===== src/hw/rtl/bspe_pkg.sv =====
// Package for the B-spline point evaluator: widths, defaults, sequencer states.
// Used by every module under hw/rtl; depends on nothing.
`timescale 1ns / 1ps
package bspe_pkg;
  localparam int unsigned MaxPointsDef = 64;
  localparam int unsigned MaxOrderDef  = 8;
  localparam int unsigned CoordW = 32;
  localparam int unsigned UW     = 22;
  localparam int unsigned CfgW   = 7;
  localparam int unsigned RegIdxW = 2;

  localparam logic [RegIdxW-1:0] RegOrder = 2'd0;
  localparam logic [RegIdxW-1:0] RegMode  = 2'd1;
  localparam logic [RegIdxW-1:0] RegCount = 2'd2;

  localparam logic ActLoad = 1'b0;

  typedef enum logic [3:0] {
    StIdle, StSpan, StFetch, StFetchWait, StBlendSet, StMul, StMulAdd, StDivGo, StDiv,
    StWrite, StDone, StErr
  } state_e;

  // Command to the divider: numerator magnitude and divisor.
  typedef struct packed {
    logic        start;
    logic [63:0] num;
    logic [15:0] den;
  } div_req_t;

  typedef struct packed {
    logic        done;
    logic [63:0] quo;
  } div_rsp_t;
endpackage


===== src/hw/rtl/bspe_div.sv =====
// Shared restoring divider, one quotient bit per cycle, truncating quotient.
// Depends on bspe_pkg.
`timescale 1ns / 1ps
module bspe_div import bspe_pkg::*; (
  input  logic     clk_i,
  input  logic     rst_ni,
  input  div_req_t req_i,
  output div_rsp_t rsp_o
);
  logic [63:0] quo_q, quo_d;
  logic [16:0] rem_q, rem_d;
  logic [15:0] den_q, den_d;
  logic [6:0]  cnt_q, cnt_d;
  logic        busy_q, busy_d, done_q, done_d;
  logic [17:0] trial;

  // One restoring step per cycle over the 64 numerator bits.
  always_comb begin
    quo_d = quo_q; rem_d = rem_q; den_d = den_q; cnt_d = cnt_q;
    busy_d = busy_q; done_d = 1'b0;
    trial = '0;
    if (req_i.start) begin
      quo_d = req_i.num;
      rem_d = '0; den_d = req_i.den; cnt_d = 7'd64; busy_d = 1'b1;
    end else if (busy_q) begin
      trial = {rem_q, quo_q[63]} - {2'b00, den_q};
      if (!trial[17]) rem_d = trial[16:0];
      else rem_d = {rem_q[15:0], quo_q[63]};
      quo_d = {quo_q[62:0], ~trial[17]};
      cnt_d = cnt_q - 7'd1;
      if (cnt_q == 7'd1) begin
        busy_d = 1'b0; done_d = 1'b1;
      end
    end
  end

  always_ff @(posedge clk_i or negedge rst_ni) begin
    if (!rst_ni) begin
      busy_q <= 1'b0; done_q <= 1'b0; cnt_q <= '0;
    end else begin
      busy_q <= busy_d; done_q <= done_d; cnt_q <= cnt_d;
    end
  end

  always_ff @(posedge clk_i) begin
    quo_q <= quo_d; rem_q <= rem_d; den_q <= den_d;
  end

  assign rsp_o.done = done_q;
  assign rsp_o.quo  = quo_q;
endmodule


===== config.mk =====
export PLATFORM = sky130hd
export DESIGN_NAME = bspe_div
export DESIGN_NICKNAME = d
export VERILOG_FILES = /design/src/hw/rtl/bspe_pkg.sv /design/src/hw/rtl/bspe_div.sv
export SDC_FILE = /design/constraint.sdc
export NUM_CORES = 1
export LEC_CHECK = 0
export BUFFER_PORTS_ARGS = -buffer_cell sky130_fd_sc_hd__buf_2
export CAP_MARGIN = 20
export CORE_UTILIZATION = 35
export DETAILED_ROUTE_END_ITERATION = 10
export GPL_ROUTABILITY_DRIVEN = 0
export GPL_TIMING_DRIVEN = 0
export HOLD_SLACK_MARGIN = 0.1
export MAX_ROUTING_LAYER = met4
export PLACE_DENSITY_LB_ADDON = 0.15
export SLEW_MARGIN = 40
export SYNTH_ARGS = -nofsm -noshare
export SYNTH_HDL_FRONTEND = slang
export SYNTH_SLANG_ARGS = --single-unit

===== constraint.sdc =====
create_clock -name clk_i -period 4.85 [get_ports clk_i]
set_input_delay 0.2425 -clock clk_i [delete_from_list [all_inputs] [get_ports clk_i]]
set_output_delay 0.2425 -clock clk_i [all_outputs]
set_load 0.01 [all_outputs]

==> results of run 1 <==
## registers in the layout, indices dropped and copies added (netlist names)
| register | flops |
|---|---|
| busy_q | 1 |
| rem_q | 17 |
| done_q | 1 |
| cnt_q | 7 |
| den_q | 16 |
| quo_q | 64 |
## layout by cell type, fill, tap and decap left out, drive strengths merged, types with 2 or more instances in the layout
cell / netlist / final
a211oi: 13 / 13
a21o: 4 / 4
a21oi: 10 / 10
a31oi: 4 / 4
buf: 12 / 160
bufinv: 0 / 2
clkbuf: 5 / 14
dfrtp: 9 / 9
dfxtp: 17 / 17
dlygate4sd3: 0 / 17
edfxtp: 80 / 80
ha: 18 / 18
inv: 26 / 29
mux2: 66 / 66
mux2i: 13 / 13
nand2: 18 / 18
nand2b: 2 / 2
nand3: 8 / 8
nor2: 26 / 26
nor2b: 3 / 3
nor3: 2 / 2
nor3b: 2 / 2
nor4: 3 / 3
o21ai: 14 / 14
o21bai: 2 / 2
o311ai: 2 / 2
xnor2: 11 / 11
xor2: 9 / 9
## cell usage after synthesis (all sizes together) (2+ instances only)
cell	n
o21bai	2
a21o	4
a211oi	13
a21oi	10
nor2b	3
edfxtp	80
o21ai	14
nand2b	2
nor4	3
xor2	9
ha	18
inv	26
nor2	26
dfrtp	9
clkbuf	5
nor3b	2
xnor2	11
nand2	18
o311ai	2
a31oi	4
mux2	66
dfxtp	17
nor3	2
nand3	8
mux2i	13
buf	12
## kinds of logic after synthesis
family | synth area share, %
compound gates | 7.57
simple gates | 6.68
flops | 56.8
mux | 16.7
fa+ha+maj | 4.69
buf+inv | 3.83
xor+xnor | 3.71
## what timing repair did
action                                  CTS  global route
hold buffers                             17             0
endpoints found under the hold margin    25             0
endpoints found under the setup margin    0             0
## through the flow
step	utilization (%)	instances	power (W)	hold WS (ps)
final	46.2	759	0.00252	181
after global routing	46.2	759	0.00266	164
after CTS	46.2	759	0.00256	165
after detailed placement	42.8	726	0.00171	106
after global placement	42.6	725	0.00170	106
after floorplan	-	394	0.00153	-53.1
## worst reg2reg max path, delay by kind of cell, from the launching register on
kind | cells | cell delay [ps]
muxes | 1 | 380
buffers and inverters | 1 | 90
and+or+nand+nor | 3 | 370
AOI/OAI and AO/OA | 4 | 1270
adders and majority gates | 2 | 410
DFF | 1 | 380
## final timing paths
kind / startpoint / to / slack [ps] / depth (start not counted)
hold reg to reg: rem_q[12]$_SDFFE_PP0P_ / rem_q[12]$_SDFFE_PP0P_ / 480 / 2
max in group asynchronous: rst_ni / cnt_q[3]$_DFFE_PN0P_ / 4400 / 2
min in group asynchronous: rst_ni / cnt_q[1]$_DFFE_PN0P_ / 270 / 2
setup reg to reg: quo_q[63]$_DFFE_PP_ / rem_q[16]$_SDFFE_PP0P_ / 1880 / 11
hold / removal: req_i[50] / quo_q[34]$_DFFE_PP_ / 180 / 2
setup / recovery: quo_q[63]$_DFFE_PP_ / rem_q[16]$_SDFFE_PP0P_ / 1880 / 11
## final cells by class
class / instances / area (sq um)
fillers: 1380 / 7820
flip-flops and latches: 106 / 2970
multi-input cells: 245 / 2060
repair buffers: 165 / 926
well taps: 184 / 230
clock buffers: 9 / 225
clock inverters: 7 / 108
plain buffers: 17 / 103
inverters: 26 / 100
## layer usage
| metal | GRT usage, % | up-vias | wire length (um) |
|---|---|---|---|
| li1 | - | 1801 | - |
| met1 | 20.3 | 1718 | 5350 |
| met2 | 25.4 | 105 | 5430 |
| met3 | 5.40 | 9 | 691 |
| met4 | 4.09 | 0 | 128 |
| met5 | - | - | 0 |
## power by group
group | switching, W | leakage [nW] | internal, W
Clock | 0.000357 | 0.160 | 0.000463
Combinational | 0.000260 | 1.72 | 0.000255
Sequential | 0.0000710 | 1.08 | 0.00111
Total | 0.000688 | 2.96 | 0.00183
==> results.toml, run 1 <==
[cells_and_area]
post-route-cell-area_sq_um = 6720
layout.nets = 672
final_layout_size_suffix_gt1_share_pct = 43.7
area.growth.synth_to_final_pct = 28.5
diodes = 0

[clock_tree]
post_cts_resized = 0
cts_made_buffers = 9
cts_root_buffer = "sky130_fd_sc_hd__clkbuf_16"
clock_sinks = 106
htree_levels = 3
clk_pin_slew_worst_paths_ps = 80
cts_tree = "yes"
clk_latency_ps = 360
cts-root-to-sink-buffers = 2
post-cts-setup-buffer-count = 0

[timing]
maxSlewViolCount = 0
worst_slack_ps = 1880
fin_setup_tns_ps = 0
final.period_utilization_pct = 61.3
max-slew-margin-rel_pct = 62.1
rsz0062_at_grt = "no"
clock-skew-final_ps = 9.74
tightestPinTransition_ps = 567
final.min_clock_period_ps = 2970
finalSetupViolations = 0
timing_hold_violations_final = 0
maxClockFrequency_ghz = 0.336

[synthesis]
yosysWarningCount = 0
synth_nets = 496
cell_taking_the_most_area_after_synthesis = "sky130_fd_sc_hd__edfxtp_1"
synth_edf_count = 80
synth_area_per_cell_sq_um = 13.3
synth_seq_area_share_pct = 56.8
synth_top_cell_area_share_pct = 46.0
synthArstFlopShare_pct = 8.49
synth_top_cells_by_area = "sky130_fd_sc_hd__edfxtp_1 (46%), sky130_fd_sc_hd__mux2_2 (14%), sky130_fd_sc_hd__dfxtp_1 (6.5%)"
postSynthCellCount = 394
synth_flop_cell = "sky130_fd_sc_hd__edfxtp_1"
mappedNetlistArea_sq_um = 5230
yosys.cell_types.count = 54
synth-seq-cells = 106

[power_and_ir_drop]
p_leak_nw = 2.96
ir_drop_mv = 0.249
cellPowerDensity_nw_per_um2 = 375

[setup_path]
cp-end-kind = "flop"
cp_data_arrival_time_ps = 3250
criticalPathCategory = "flop to flop"
cp_top_family = "compound AO/OA/AOI/OAI gates"
required_ps = 5130
timing.critical_path.cells = "inv_1 -> ha_1 -> fa_1 -> nor2b_1 -> o2111ai_1 -> nand4b_1 -> a41oi_1 -> nor3b_1 -> a211oi_1 -> mux2_2 -> a31oi_1"
cp_slowest_stage_delay_ps = 490
slowest_stage = "sky130_fd_sc_hd__a41oi_1"
worstSetupStartpointType = "flop"
worst_path_buffer_plus_inverter_count = 1
worstPathMaxFanout = 4

[die]
row_count = 44
start_util_pct = 36.0
pin_count = 148
floorplan.die_area_sq_um = 15400
floorplan.core_area_sq_um = 14500
die_h_um = 124
die_width_um = 124

[grt]
grt_util_all_layers_pct = 16.3
global_route_wire_length_before_repair_um = 18300
largest_net_degree_at_the_start_of_global_routing = 41
grt_pass1_vias = 3658
antenna_found_initial = 0
gr-total-overflow = 0

[placement]
io_buffer_count = 147
placement.cell_area_sq_um = 6210
dp_slack_ps = 1910
hpwl_um = 8460

[detailed_routing]
wl_per_cell_um = 15.3
remaining_drc_errors = 0
route.detailed.vias_per_inst = 4.79
wirelength_um = 11600
first_iter_violations = 177
drt_pass1_iterations = 4
count_of_antenna_violating_nets_left_after_detailed_routing = 0
detailroute.via_count = 3633

[min_path]
hold_path.class = "input port to flop"

[flow_run]
cap_viol_max_count = 0

[run_status]
outcome = "finished clean"
No activity file was read; power rests on OpenSTA's default activity.
==> run 2: changes to the inputs <==
Settings changed: ABC_AREA from default to 1.
Clock period 4.85 ns to 2.9 ns, I/O delays scaled along.
==> run 2 against run 1 <==
  * Global-route usage is 3.5 points higher
  * Combinational power grew to 4.2 times the previous value
  * Sequential power is 71% higher
  * Final area up 17%
==> results.toml, run 2 <==
[clock_tree]
post-cts-setup-buffer-count = 0
cts_root_buffer = "sky130_fd_sc_hd__clkbuf_16"
clk_pin_slew_worst_paths_ps = 70
clock_sinks = 106
htree_levels = 3
cts_tree = "yes"
cts_made_buffers = 9
cts-root-to-sink-buffers = 2
clk_latency_ps = 350

[cells_and_area]
mostFrequentLayoutCell = "sky130_fd_sc_hd__nand2_1"
regMostFlops = "quo_q"
most_frequent_cells_in_the_layout = "sky130_fd_sc_hd__nand2_1 (313), sky130_fd_sc_hd__buf_2 (150), sky130_fd_sc_hd__dlygate4sd3_1 (81)"
fillCellCount = 1570
area.growth.synth_to_final_pct = 37.5
final_layout_size_suffix_gt1_share_pct = 22.4
post-route-cell-area_sq_um = 7840
diodes = 0
layout.nets = 1024
largest_register_ff_count = 64
top_regs = "quo_q: 64 flops, rem_q: 17 flops, den_q: 16 flops"

[setup_path]
worstPathMaxFanout = 3
cp_data_arrival_time_ps = 2620
criticalPathCategory = "flop to flop"
cp_top_family = "adder cells"
critical_path.most_common_cell = "sky130_fd_sc_hd__nand2_1"
worstSetupStartpointType = "flop"
cp_slowest_stage_delay_ps = 410
slowest_stage = "sky130_fd_sc_hd__fa_1"
worst_path_buffer_plus_inverter_count = 1
required_ps = 3140
cp-end-kind = "flop"
timing.critical_path.cells = "inv_1 -> ha_1 -> fa_1 -> o21ai_1 -> nand2_1 -> o21bai_1 -> nand2_1 -> nand2_1 -> nand2_1 -> nand2_1 -> nand2_4 -> nand3_2 -> nand2_1"

[run_status]
outcome = "finished clean"

[timing]
final.period_utilization_pct = 82.1
finalSetupViolations = 0
maxSlewViolCount = 0
clock-skew-final_ps = 6.21
timing_hold_violations_final = 0
max-slew-margin-rel_pct = 46.8
tightestPinTransition_ps = 796
rsz0062_at_grt = "no"
final.min_clock_period_ps = 2380
maxClockFrequency_ghz = 0.420

[placement]
hpwl_um = 10800
placement.cell_area_sq_um = 6730
io_buffer_count = 147

[detailed_routing]
count_of_antenna_violating_nets_left_after_detailed_routing = 0
wl_per_cell_um = 13.4
drt_pass1_iterations = 4
wirelength_um = 15300
detailroute.via_count = 5092
first_iter_violations = 229
remaining_drc_errors = 0
route.detailed.vias_per_inst = 4.45

[grt]
grt_pass1_vias = 5056
gr-total-overflow = 0
largest_net_degree_at_the_start_of_global_routing = 37
antenna_found_initial = 0
grt_util_all_layers_pct = 19.8
global_route_wire_length_before_repair_um = 24800

[die]
die_h_um = 130
start_util_pct = 35.9
floorplan.core_area_sq_um = 15900
pin_count = 148
die_width_um = 130
row_count = 46
floorplan.die_area_sq_um = 16800

[synthesis]
cell_taking_the_most_area_after_synthesis = "sky130_fd_sc_hd__edfxtp_1"
synth_top_cell_area_share_pct = 42.2
synth-seq-cells = 106
leading_cell_types_by_count_after_synthesis = "sky130_fd_sc_hd__nand2_1 (313), sky130_fd_sc_hd__edfxtp_1 (80), sky130_fd_sc_hd__inv_1 (76)"
synth_flop_cell = "sky130_fd_sc_hd__edfxtp_1"
synth_nets = 784
synth_seq_area_share_pct = 52.1
yosysWarningCount = 0
synthArstFlopShare_pct = 8.49
synth_edf_count = 80
yosys.cell_types.count = 34
postSynthCellCount = 682
synth_top_cells_by_area = "sky130_fd_sc_hd__edfxtp_1 (42%), sky130_fd_sc_hd__nand2_1 (21%), sky130_fd_sc_hd__dfxtp_1 (6.0%)"
post-synth-top-count-cell = "sky130_fd_sc_hd__nand2_1"
mappedNetlistArea_sq_um = 5700
synth_area_per_cell_sq_um = 8.36

[power_and_ir_drop]
p_leak_nw = 4.07
ir_drop_mv = 0.362
finalPower_w = 0.00548
cellPowerDensity_nw_per_um2 = 700

[min_path]
hold_path.class = "input port to asynchronous set/reset pin"

[flow_run]
cap_viol_max_count = 0
## run 2: changes by cell type in the layout (fill, tap and decap cells not counted), sizes merged, moves of 7 or more
| cell | delta |
|---|---|
| xnor2 | -7 |
| a211oi | -13 |
| mux2 | -66 |
| mux2i | -13 |
| nand3 | +47 |
| buf | -7 |
| clkbuf | +11 |
| inv | +55 |
| nand2 | +312 |
| dlygate4sd3 | +64 |
## run 2: logic make-up after synthesis
logic type / synth area share, %
buffers and inverters: 7.14
adders and majority gates: 4.30
xor gates and xnor gates: 1.23
AOI/OAI and AO/OA: 2.50
DFF: 52.1
and+or+nand+nor: 32.8
## run 2: final timing paths
kind / startpoint / to / slack (ps) / cells past startpoint
hold / removal: rst_ni / cnt_q[6]$_DFFE_PN0P_ / 190 / 2
setup / recovery: quo_q[63]$_DFFE_PP_ / rem_q[14]$_SDFFE_PP0P_ / 520 / 13
hold reg to reg: rem_q[9]$_SDFFE_PP0P_ / rem_q[9]$_SDFFE_PP0P_ / 480 / 2
setup reg to reg: quo_q[63]$_DFFE_PP_ / rem_q[14]$_SDFFE_PP0P_ / 520 / 13
min in group clk_i: req_i[80] / den_q[11]$_DFFE_PP_ / 280 / 1
max in group asynchronous: rst_ni / cnt_q[3]$_DFFE_PN0P_ / 2530 / 2
## run 2: through the flow
stage	instances	utilization [%]	hold slack [ps]	TNS (ps)	worst slack, ps
6_report	1143	49.3	186	0	518
5_1_grt	1143	49.3	210	0	348
4_1_cts	1143	49.3	198	0	511
3_5_place_dp	1046	42.4	5.59	0	526
3_3_place_gp	1045	42.2	12.8	-37580	-576
2_1_floorplan	682	-	-151	0	696
## run 2: power by group
part	internal (W)	switching, W
registers	0.00189	0.000156
clock network	0.000678	0.000596
logic	0.000859	0.00131
total	0.00343	0.00206
## run 2: what timing repair did
| action | CTS | global route |
|---|---|---|
| hold endpoints to repair | 89 | 0 |
| hold buffers | 81 | 0 |
| resized for setup | 0 | 0 |
## run 2: cell type report
type / count / area [sq um] / share of cell area [%]
sequential: 106 / 2970 / 37.9
buffer: 21 / 103 / 1.31
inverter: 81 / 307 / 3.91
tap: 216 / 270 / 3.45
clock inverter: 7 / 72.6 / 0.926
multi-input combinational: 474 / 2330 / 29.7
timing repair buffer: 229 / 1570 / 20.0
clock buffer: 9 / 225 / 2.87
## run 2: metal layers
metal  global-route usage [%]  share of wire (%)
met2                     32.7                 48
met1                     24.3                 45
met5                        -                  0
met3                     5.12                5.4
met4                     4.31               0.82
==> run 3: changes to the inputs <==
Clock period 2.9 ns to 2.26 ns, I/O delays scaled along.
==> run 3 against run 2 <==
  * Die area stayed put
  * Clock power is 30% higher
  * Critical endpoint is now quo_q[0]$_DFFE_PP_
  * Largest power group unchanged
  * Register-to-register slack lost 380 ps
  * Sequential cell count unchanged
  * Utilization grew 0.28 points
==> results.toml, run 3 (synthesis gave the netlist of run 2 again) <==
[grt]
largest_net_degree_at_the_start_of_global_routing = 37
grt_pass1_vias = 5069
gr-total-overflow = 0
antenna_found_initial = 0
global_route_wire_length_before_repair_um = 24800
grt_util_all_layers_pct = 19.8

[clock_tree]
cts_made_buffers = 9
cts_root_buffer = "sky130_fd_sc_hd__clkbuf_16"
clock_sinks = 106
cts-root-to-sink-buffers = 2
clk_pin_slew_worst_paths_ps = 80
htree_levels = 3
post-cts-setup-buffer-count = 0
cts_tree = "yes"
clk_latency_ps = 350

[setup_path]
ff2ff_setup_slack_ps = 140
required_ps = 2340
cp_data_arrival_time_ps = 2200
cp_top_family = "simple AND/OR/NAND/NOR gates"
slowest_stage = "sky130_fd_sc_hd__edfxtp_1"
worst_path_buffer_plus_inverter_count = 2
timing.critical_path.cells = "inv_1 -> ha_1 -> nand2_1 -> inv_2 -> nand2_1 -> nand3_1 -> a21oi_2 -> nand3_1 -> nand2_2 -> o21ai_0"
cp-end-kind = "flop"
cp_slowest_stage_delay_ps = 370
worstSetupStartpointType = "flop"
criticalPathCategory = "flop to flop"
worstPathMaxFanout = 5

[die]
die_width_um = 130
pin_count = 148
row_count = 46
die_h_um = 130
floorplan.core_area_sq_um = 15900
start_util_pct = 35.9
floorplan.die_area_sq_um = 16800

[timing]
maxSlewViolCount = 0
finalSetupViolations = 0
final.min_clock_period_ps = 2120
maxClockFrequency_ghz = 0.471
timing_hold_violations_final = 0
fin_setup_tns_ps = 0
clock-skew-final_ps = 8.58
final.period_utilization_pct = 94.0
worst_slack_ps = 136
max-slew-margin-rel_pct = 48.1
tightestPinTransition_ps = 775
rsz0062_at_grt = "yes"

[cells_and_area]
regMostFlops = "quo_q"
mostFrequentLayoutCell = "sky130_fd_sc_hd__nand2_1"
fillCellCount = 1566
diodes = 0
most_frequent_cells_in_the_layout = "sky130_fd_sc_hd__nand2_1 (310), sky130_fd_sc_hd__buf_2 (148), sky130_fd_sc_hd__dlygate4sd3_1 (81)"
top_regs = "quo_q: 64 flops, rem_q: 17 flops, den_q: 16 flops"
final_core_util_pct = 49.6
instances_no_fill = 1143
final_layout_size_suffix_gt1_share_pct = 23.2
area.growth.synth_to_final_pct = 38.3
layout.nets = 1024
post-route-cell-area_sq_um = 7880
largest_register_ff_count = 64

[detailed_routing]
wl_per_cell_um = 13.4
first_iter_violations = 245
wirelength_um = 15400
route.detailed.vias_per_inst = 4.48
count_of_antenna_violating_nets_left_after_detailed_routing = 0
detailroute.via_count = 5123
drt_pass1_iterations = 4
remaining_drc_errors = 0

[placement]
placement.cell_area_sq_um = 6730
hpwl_um = 10800
io_buffer_count = 147
place_inst = 1046
dp_slack_ps = -114

[run_status]
outcome = "finished clean"

[min_path]
hold_path.class = "input port to asynchronous set/reset pin"

[power_and_ir_drop]
cellPowerDensity_nw_per_um2 = 904
ir_drop_mv = 0.467
p_leak_nw = 4.08

[flow_run]
cap_viol_max_count = 0
-- run 3: cell counts in the layout (fill, tap and decap cells not counted) --
Identical to the previous run, type by type.
-- run 3: through the flow --
| stage | total power, W | hold slack (ps) |
|---|---|---|
| after global routing | 0.00765 | 178 |
| after CTS | 0.00714 | 166 |
| after floorplan | 0.00466 | -183 |
| after detailed placement | 0.00534 | -26.4 |
| after global placement | 0.00534 | -19.2 |
| final | 0.00713 | 149 |
-- run 3: path summary, 6_finish.rpt --
path / start / endpoint / cells after the start
max in group asynchronous: rst_ni / cnt_q[3]$_DFFE_PN0P_ / 2
min in group clk_i: req_i[80] / den_q[11]$_DFFE_PP_ / 1
worst min register to register: rem_q[9]$_SDFFE_PP0P_ / rem_q[9]$_SDFFE_PP0P_ / 2
worst min-delay path: rst_ni / cnt_q[6]$_DFFE_PN0P_ / 2
worst max-delay path: den_q[12]$_DFFE_PP_ / quo_q[0]$_DFFE_PP_ / 10
worst max register to register: den_q[12]$_DFFE_PP_ / quo_q[0]$_DFFE_PP_ / 10
-- run 3: area by class of cell --
| class | instances | area [sq um] | share of cell area (%) |
|---|---|---|---|
| Sequential cell | 106 | 2970 | 37.7 |
| Inverter | 81 | 307 | 3.89 |
| Clock buffer | 9 | 225 | 2.86 |
| Tap cell | 216 | 270 | 3.43 |
| Timing Repair Buffer | 229 | 1570 | 19.9 |
| Multi-Input combinational cell | 474 | 2360 | 30.0 |
| Buffer | 21 | 111 | 1.41 |
| Clock inverter | 7 | 72.6 | 0.921 |
-- run 3: power by group --
| group | internal [W] | switching, W |
|---|---|---|
| logic | 0.00114 | 0.00171 |
| registers | 0.00242 | 0.000203 |
| clock network | 0.000870 | 0.000776 |
| total | 0.00444 | 0.00269 |
-- run 3: metal layers --
metal  global-route usage (%)  part of all wire, %  wire length (um)  vias to the layer above
met1                     24.3                   46              7020                     2332
met3                     5.16                  5.4               822                       11
met5                        -                    0                 0                        -
li1                         -                    -                 -                     2638
met2                     32.7                   48              7340                      142
met4                     4.38                  1.1               170                        0
-- run 3: timing repair --
item | CTS | global route
hold buffers | 81 | 0
setup endpoints to repair | 3 | 12
pin swaps | 0 | 1
resized for setup | 2 | 12
hold endpoints to repair | 89 | 0
